$ cat config.mk
export PLATFORM = sky130hd
export DESIGN_NAME = length_prefixed_frame_deframer_unit
export DESIGN_NICKNAME = d
export VERILOG_FILES = /design/src/design/lpfd_pkg.sv /design/src/design/lpfd_parser.sv /design/src/design/length_prefixed_frame_deframer_unit.sv
export SDC_FILE = /design/constraint.sdc
export NUM_CORES = 1
export LEC_CHECK = 0
export ABC_AREA = 1
export BUFFER_PORTS_ARGS = -buffer_cell sky130_fd_sc_hd__buf_2
export CAP_MARGIN = 40
export CORE_AREA = 2 2 172 258
export CTS_CLUSTER_DIAMETER = 50
export DETAILED_ROUTE_END_ITERATION = 8
export DIE_AREA = 0 0 174 260
export PLACE_DENSITY_LB_ADDON = 0.2
export SYNTH_ARGS = -nofsm -noshare
export SYNTH_HDL_FRONTEND = slang
export SYNTH_SLANG_ARGS = --single-unit
$ cat constraint.sdc
create_clock -name clk_i -period 28 [get_ports clk_i]
set_clock_uncertainty 0.15 [all_clocks]
set_input_delay 4.2 -clock clk_i [delete_from_list [all_inputs] [get_ports clk_i]]
set_output_delay 4.2 -clock clk_i [all_outputs]
set_load 0.01 [all_outputs]
$ cat src/design/lpfd_pkg.sv
// Shared types and constants for the length-prefixed frame deframer.
// No dependencies; imported by lpfd_parser and the top level.
package lpfd_pkg;

  // Default largest accepted payload length in bytes
  localparam int unsigned MaxPayloadDef = 1024;

  // Fixed widths of the stream and result fields
  localparam int unsigned ByteW  = 8;
  localparam int unsigned HdrW   = 32;
  localparam int unsigned FrameW = 32;
  localparam int unsigned StateW = 8;
  localparam int unsigned DblW   = 64;
  localparam int unsigned OutLenW = 11;

  // Last payload offset of each field
  localparam int unsigned FrameLast    = 3;
  localparam int unsigned StateLast    = 4;
  localparam int unsigned IntervalLast = 12;
  localparam int unsigned ControlLast  = 20;
  localparam int unsigned SetpointLast = 28;

  // Header byte count minus one
  localparam logic [1:0] HdrLastCnt = 2'd3;

  // One decoded frame
  typedef struct packed {
    logic signed [FrameW-1:0] frame_number;
    logic [StateW-1:0]        sim_state;
    logic [DblW-1:0]          interval_bits;
    logic [DblW-1:0]          control_bits;
    logic [DblW-1:0]          setpoint_bits;
    logic [OutLenW-1:0]       payload_length;
  } result_t;

endpackage

$ cat src/design/lpfd_parser.sv
// Header gathering, payload field capture and result assembly per byte.
// Depends on lpfd_pkg.
module lpfd_parser import lpfd_pkg::*; #(
  parameter int unsigned MaxPayload = MaxPayloadDef
) (
  input  logic             clk_i,
  input  logic             rst_ni,
  input  logic             accept_i,
  input  logic [ByteW-1:0] data_byte_i,
  output logic             last_o,
  output logic             done_o,
  output result_t          result_o
);

  localparam int unsigned LenW = $clog2(MaxPayload + 1);

  logic            in_payload_q, in_payload_d;
  logic [1:0]      hdr_cnt_q, hdr_cnt_d;
  logic [HdrW-1:0] hdr_q, hdr_d;
  logic [LenW-1:0] flen_q, flen_d;
  logic [LenW-1:0] pcnt_q, pcnt_d;
  logic [FrameW-1:0] frame_q, frame_d;
  logic [StateW-1:0] state_q, state_d;
  logic [DblW-1:0]   intv_q, intv_d;
  logic [DblW-1:0]   ctrl_q, ctrl_d;
  logic [DblW-1:0]   setp_q, setp_d;
  logic [HdrW-1:0]   hdr_shift;
  logic [LenW-1:0]   pcnt_inc;
  logic              hdr_ok;
  logic [LenW+OutLenW-1:0] len_ext;

  assign hdr_shift = {hdr_q[HdrW-ByteW-1:0], data_byte_i};
  assign hdr_ok    = (hdr_shift != '0) && (hdr_shift <= HdrW'(MaxPayload));
  assign pcnt_inc  = pcnt_q + LenW'(1);
  // The next byte closes the frame; depends on state only
  assign last_o    = in_payload_q && (pcnt_inc == flen_q);
  assign done_o    = accept_i && last_o;

  // Next state for one transaction
  always_comb begin
    in_payload_d = in_payload_q;
    hdr_cnt_d    = hdr_cnt_q;
    hdr_d        = hdr_q;
    flen_d       = flen_q;
    pcnt_d       = pcnt_q;
    frame_d      = frame_q;
    state_d      = state_q;
    intv_d       = intv_q;
    ctrl_d       = ctrl_q;
    setp_d       = setp_q;
    if (!in_payload_q) begin
      if (hdr_cnt_q != HdrLastCnt) begin
        hdr_cnt_d = hdr_cnt_q + 2'd1;
        hdr_d     = hdr_shift;
      end else begin
        hdr_cnt_d = '0;
        hdr_d     = '0;
        if (hdr_ok) begin
          flen_d       = hdr_shift[LenW-1:0];
          pcnt_d       = '0;
          in_payload_d = 1'b1;
          frame_d      = '0;
          state_d      = '0;
          intv_d       = '0;
          ctrl_d       = '0;
          setp_d       = '0;
        end
      end
    end else begin
      // Shift the byte into the field that owns this offset
      priority if (pcnt_q <= LenW'(FrameLast)) begin
        frame_d = {frame_q[FrameW-ByteW-1:0], data_byte_i};
      end else if (pcnt_q == LenW'(StateLast)) begin
        state_d = data_byte_i;
      end else if (pcnt_q <= LenW'(IntervalLast)) begin
        intv_d = {intv_q[DblW-ByteW-1:0], data_byte_i};
      end else if (pcnt_q <= LenW'(ControlLast)) begin
        ctrl_d = {ctrl_q[DblW-ByteW-1:0], data_byte_i};
      end else if (pcnt_q <= LenW'(SetpointLast)) begin
        setp_d = {setp_q[DblW-ByteW-1:0], data_byte_i};
      end else begin
        // skip bytes past the last field
      end
      pcnt_d = pcnt_inc;
      if (last_o) begin
        in_payload_d = 1'b0;
        pcnt_d       = '0;
        flen_d       = '0;
        hdr_cnt_d    = '0;
        hdr_d        = '0;
      end
    end
  end

  // Assemble the result from the updated fields; short fields read zero
  assign len_ext = {{OutLenW{1'b0}}, flen_q};
  always_comb begin
    result_o.frame_number   = (flen_q > LenW'(FrameLast)) ? frame_d : '0;
    result_o.sim_state      = (flen_q > LenW'(StateLast)) ? state_d : '0;
    result_o.interval_bits  = (flen_q > LenW'(IntervalLast)) ? intv_d : '0;
    result_o.control_bits   = (flen_q > LenW'(ControlLast)) ? ctrl_d : '0;
    result_o.setpoint_bits  = (flen_q > LenW'(SetpointLast)) ? setp_d : '0;
    result_o.payload_length = len_ext[OutLenW-1:0];
  end

  // Hold or advance the parser state
  always_ff @(posedge clk_i or negedge rst_ni) begin
    if (!rst_ni) begin
      in_payload_q <= 1'b0;
      hdr_cnt_q    <= '0;
      hdr_q        <= '0;
      flen_q       <= '0;
      pcnt_q       <= '0;
      frame_q      <= '0;
      state_q      <= '0;
      intv_q       <= '0;
      ctrl_q       <= '0;
      setp_q       <= '0;
    end else if (accept_i) begin
      in_payload_q <= in_payload_d;
      hdr_cnt_q    <= hdr_cnt_d;
      hdr_q        <= hdr_d;
      flen_q       <= flen_d;
      pcnt_q       <= pcnt_d;
      frame_q      <= last_o ? '0 : frame_d;
      state_q      <= last_o ? '0 : state_d;
      intv_q       <= last_o ? '0 : intv_d;
      ctrl_q       <= last_o ? '0 : ctrl_d;
      setp_q       <= last_o ? '0 : setp_d;
    end
  end

endmodule

$ cat src/design/length_prefixed_frame_deframer_unit.sv
// Top level of the length-prefixed frame deframer: parser plus result register.
// Depends on lpfd_pkg and lpfd_parser.
//
//   channel  direction  handshake             payload
//   in       input      in_valid_i/in_stall_o  data_byte_i
//   out      output     out_valid_o/out_stall_i frame_number_o .. payload_length_o
//
// One byte is taken per cycle unless the input stalls; the parser updates its
// counters and field shift registers in the cycle the transaction completes.
// The frame's last byte loads the result register, whose output shows in the
// next cycle. Input stalls only when the next byte closes a frame while a result
// still waits in the register. Reset clears all parser state and the result valid.
module length_prefixed_frame_deframer_unit import lpfd_pkg::*; #(
  parameter int unsigned MaxPayload = MaxPayloadDef
) (
  input  logic                     clk_i,
  input  logic                     rst_ni,
  input  logic                     in_valid_i,
  output logic                     in_stall_o,
  input  logic [ByteW-1:0]         data_byte_i,
  output logic                     out_valid_o,
  input  logic                     out_stall_i,
  output logic signed [FrameW-1:0] frame_number_o,
  output logic [StateW-1:0]        sim_state_o,
  output logic [DblW-1:0]          interval_bits_o,
  output logic [DblW-1:0]          control_bits_o,
  output logic [DblW-1:0]          setpoint_bits_o,
  output logic [OutLenW-1:0]       payload_length_o
);

  logic    accept;
  logic    last;
  logic    done;
  logic    out_valid_q;
  result_t result;
  result_t res_q;

  assign in_stall_o = last && out_valid_q && out_stall_i;
  assign accept     = in_valid_i && !in_stall_o;

  lpfd_parser #(
    .MaxPayload (MaxPayload)
  ) u_parser (
    .clk_i       (clk_i),
    .rst_ni      (rst_ni),
    .accept_i    (accept),
    .data_byte_i (data_byte_i),
    .last_o      (last),
    .done_o      (done),
    .result_o    (result)
  );

  // Set on a finished frame, drop once the transaction is taken
  always_ff @(posedge clk_i or negedge rst_ni) begin
    if (!rst_ni) begin
      out_valid_q <= 1'b0;
    end else if (done) begin
      out_valid_q <= 1'b1;
    end else if (!out_stall_i) begin
      out_valid_q <= 1'b0;
    end
  end

  // Load the result payload
  always_ff @(posedge clk_i) begin
    if (done) begin
      res_q <= result;
    end
  end

  assign out_valid_o      = out_valid_q;
  assign frame_number_o   = res_q.frame_number;
  assign sim_state_o      = res_q.sim_state;
  assign interval_bits_o  = res_q.interval_bits;
  assign control_bits_o   = res_q.control_bits;
  assign setpoint_bits_o  = res_q.setpoint_bits;
  assign payload_length_o = res_q.payload_length;

endmodule
==> flow_results.org <==
** Clock network
- Insertion delay of the later-clocked pin in the worst-skew pair :: around 580 ps
- Max H-tree Level :: 2
- TritonCTS built the clock tree.
- Number of instances resized during post-cts repair :: 0
- Clock tree synthesis selected as its root buffer the cell sky130_fd_sc_hd__clkbuf_16.
- Number of buffers between clock root and the deepest sink :: 3
- For this design, the CTS-stage hold fixing added 0 buffers.
- Buffers inserted during post-CTS setup optimization :: 0
- TritonCTS buffer count :: 49
- Clock-pin slew reported for the worst setup and hold paths after clock tree synthesis :: 70 ps
- Total clock sinks :: between 500 and 600

** Setup path
- The critical path runs through a total of 6 cells.
- The worst setup path is captured at a primary output.
- Largest incremental delay on the critical path :: 260 ps
- The worst setup path is of the in2out kind.
- The worst setup path is launched from an input port.
- On the critical path, the stage with the largest delay is an instance of sky130_fd_sc_hd__nand4_2.
- Arrival @ worst endpoint :: about 5000 ps
- The critical path contains buffers and inverters numbering 4 combined.
- Among cell families on the critical path, the largest total delay comes from buffers and inverters.
- The critical path goes through buf_2 > nand2_1 > inv_1 > nand4_2 > inv_1 > buf_2.
- Data required time at the worst endpoint :: 23,650 ps
- Counting cells, the worst reg-to-reg path comes to 17.
- Of all nets on the critical path, the largest fanout is 5.

** Final layout
- Leaving out fill and tap cells, the most frequent cells in the layout are sky130_fd_sc_hd__nand2_1, sky130_fd_sc_hd__o21ai_0, sky130_fd_sc_hd__dfrtp_1.
- Leaving out fill and tap cells, the most frequent cell in the layout is sky130_fd_sc_hd__nand2_1.
- Of the cells placed in the final design, the portion with a size suffix greater than 1 is between 10 and 15%.
- Summing all multi-input logic gate instances after layout gives about 9400 um2.
- After routing the design area is slightly below 30,000 um2.
- The repair_antennas step left the layout with diodes totalling 0.
- From synthesis to final layout, the design area changed by 13.3%.
- In the final layout, flip-flops and latches occupy 14,400 um2.
- The net count of the finished layout is about 3,200.
- Fill cells in the final layout number ~3,500.

** Global route
- The number of antenna violations at the first check in global routing is 0.
- Grt ovf :: 0
- GRT met3 Usage :: approximately 4.2%
- Busiest grt layer :: met2
- Number of global-route vias before repair :: roughly 21,000
- Global-route wire length before repair :: about 110,000 um
- Global routing consumed, on the met1 layer, approximately 39% of the routing resources.
- Entering global routing, the biggest net connects between 100 and 150 pins.
- Met2 Use GR :: between 50% and 60%
- All-Layer GR Usage :: ~30%

** Synthesis
- Averaged over all synthesized cells, the footprint is 8.50 um2.
- Synthesis inferred about 530 register bits.
- Distinct cells, synth :: 40
- After synthesis the cells add up to between 20,000 and 30,000 um2.
- Share of synthesized area occupied by flip-flops and latches :: 56.2%
- Post-Synth Adder-Cell Area :: less than 1%
- The synthesized netlist devotes around 20% of its cell area to simple gates.
- The portion of synthesized area spent on multiplexers is 0%.
- Xor and xnor area share after synthesis :: less than 1%
- Gate count of the mapped netlist :: between 3,000 and 4,000
- After synthesis, the largest family of logic cells by area is simple AND/OR/NAND/NOR gates.
- For this run, asynchronously set or reset flops after synthesis account for a little over half.
- Counting flops with a built-in enable in the synthesized netlist gives about 240.
- Fraction of the mapped netlist area in compound gates :: 16.6%
- Number of warnings issued by yosys :: 0
- Most common flop cell mapped by yosys :: sky130_fd_sc_hd__dfrtp_1
- The number of nets handed over by synthesis was 3,016.

** Timing
- Least-Margin Pin Slew :: about 900 ps
- Number of hold-slack violations in the final timing report :: 0
- Setup repair after global routing missed its margin :: false
- Maximum clock frequency :: around 0.11 GHz
- For the final routed database, the setup TNS stands at 0 ps.
- Counting I/O delays and the setup requirement, the final critical path takes 9330 ps.
- Final Hold Slack :: 331 ps
- Final count of negative-setup-slack endpoints :: 0
- Worst relative slew slack :: about 40%
- Of the available clock period, the critical path in the final layout requires around 33%.
- Slew Limit Fails :: 0

** Drt
- DR WL/cell :: between 15 and 20 um
- The first TritonRoute pass finished after 6 iterations.
- Total via count after detailed routing :: between 20,000 and 25,000
- Post-detailed-route DRC marker count :: 0
- Total wirelength of the detailed-routed design :: a little under 70,000 um
- Drt first-iter violations :: between 2,000 and 3,000
- Antenna viol nets, final :: 0
- After detailed routing, the number of vias per cell comes to between 5 and 6.

** Min path
- The worst hold path passes through 2 cells.
- The worst hold path belongs to the class reg2reg.

** Floorplanning
- Die area :: approximately 45,000 um2
- Die height :: roughly 260 um
- Core footprint :: about 43,000 um2
- IO Pins :: 257
- Number of core rows :: 93
- In this run the horizontal extent of the chip is approximately 170 um.
- For this configuration, the core starts out at a cell density of between 50% and 60%.

** Placed design
- Area post-placement :: 27,300 um2
- After legalization and detailed placement, the total HPWL measured between 40,000 and 50,000 um.
- Buffers on Ports :: 256
- At the end of routability-driven placement, the weighted congestion stood at 0.839.

** Status
- Outcome :: finished, final reports clean

** Job
- Reported max-cap violation count :: 0

** Pwr
- Leakage :: 13.0 nW
- Dividing total power by cell area gives a power density of ~77 nW/um2.
- Worst IR Drop VDD :: 0.000156 V
-- path summary, 6_finish.rpt --
check                                                        from                                 to  slack [ps]
worst max-delay path                                  out_stall_i                         in_stall_o       18670
worst min-delay path            u_parser.hdr_cnt_q[1]$_DFFE_PN0P_  u_parser.hdr_cnt_q[1]$_DFFE_PN0P_         330
worst max register to register     u_parser.pcnt_q[0]$_DFFE_PN0P_  setpoint_bits_o[18]$_SDFFCE_PP0P_       23530
worst min register to register  u_parser.hdr_cnt_q[1]$_DFFE_PN0P_  u_parser.hdr_cnt_q[1]$_DFFE_PN0P_         330
max in group asynchronous                                  rst_ni    u_parser.intv_q[46]$_DFFE_PN0P_       22930
min in group asynchronous                                  rst_ni   u_parser.frame_q[26]$_DFFE_PN0P_        3450
-- registers in the layout, indices dropped and copies added (netlist names) --
name                   flops
u_parser.state_q           8
u_parser.pcnt_q           11
u_parser.hdr_cnt_q         2
u_parser.flen_q           11
interval_bits_o           64
u_parser.in_payload_q      1
control_bits_o            64
u_parser.setp_q           64
u_parser.ctrl_q           64
setpoint_bits_o           64
u_parser.hdr_q            24
u_parser.intv_q           64
payload_length_o          11
u_parser.frame_q          32
frame_number_o            32
sim_state_o                8
out_valid_o                1
-- through the flow --
step	util (%)	cells	power, mW	worst slack [ps]
detailed placement	63.7	3679	1.54	18670
finish	67.5	3771	2.23	18670
global placement	62.9	3664	1.52	18670
global route	67.5	3771	2.33	18610
CTS	67.5	3771	2.23	18660
floorplan	-	3001	1.35	5580
-- per-layer routing --
layer | vias to the layer above | share of wire [%]
met4 | 0 | 3.5
met2 | 921 | 50
li1 | 10203 | -
met1 | 10310 | 39
met5 | - | 0
met3 | 139 | 7.0
-- cell type report --
| type | count | area share [%] |
|---|---|---|
| Clock buffer | 73 | 4.98 |
| Clock inverter | 19 | 0.749 |
| Inverter | 254 | 3.34 |
| Multi-Input combinational cell | 2038 | 32.7 |
| Sequential cell | 525 | 49.7 |
| Tap cell | 570 | 2.47 |
| Timing Repair Buffer | 292 | 6.16 |
-- synth_stat cells, types with 9 or more instances --
| library cell | instances | area [um2] |
|---|---|---|
| sky130_fd_sc_hd__nand3_1 | 28 | 140 |
| sky130_fd_sc_hd__buf_1 | 9 | 33.8 |
| sky130_fd_sc_hd__buf_4 | 17 | 128 |
| sky130_fd_sc_hd__dfrtp_1 | 282 | 7060 |
| sky130_fd_sc_hd__buf_2 | 62 | 310 |
| sky130_fd_sc_hd__a211oi_1 | 46 | 345 |
| sky130_fd_sc_hd__clkbuf_1 | 94 | 353 |
| sky130_fd_sc_hd__a21oi_1 | 255 | 1280 |
| sky130_fd_sc_hd__nand4_1 | 16 | 100 |
| sky130_fd_sc_hd__nand2_1 | 1048 | 3930 |
| sky130_fd_sc_hd__o211ai_1 | 70 | 526 |
| sky130_fd_sc_hd__inv_1 | 250 | 938 |
| sky130_fd_sc_hd__o21ba_2 | 55 | 551 |
| sky130_fd_sc_hd__nor2_1 | 184 | 691 |
| sky130_fd_sc_hd__o21ai_0 | 296 | 1480 |
| sky130_fd_sc_hd__edfxtp_1 | 243 | 7300 |
-- where the power goes --
part	internal (mW)	total [mW]	switching [mW]
logic	0.165	0.616	0.450
clock network	0.395	0.690	0.295
registers	0.862	0.923	0.0609
-- logic make-up (layout without fill, tap and decap cells) --
group                    Yosys count  in the layout
AND/OR/NAND/NOR                 1303           1303
XOR/XNOR                           2              2
flip-flops                       525            525
buffers and inverters            438            638
AO/OA/AOI/OAI                    730            730
adder cells (fa/ha/maj)            3              3
-- worst reg2reg max path, delay by kind of cell, from the launching register on --
kind / cells / cell delay, ps
buffers and inverters: 4 / 1680
and+or+nand+nor: 12 / 1470
DFF: 1 / 480
adders and majority gates: 1 / 250
Note: power is estimated with default switching activity, not from simulation.
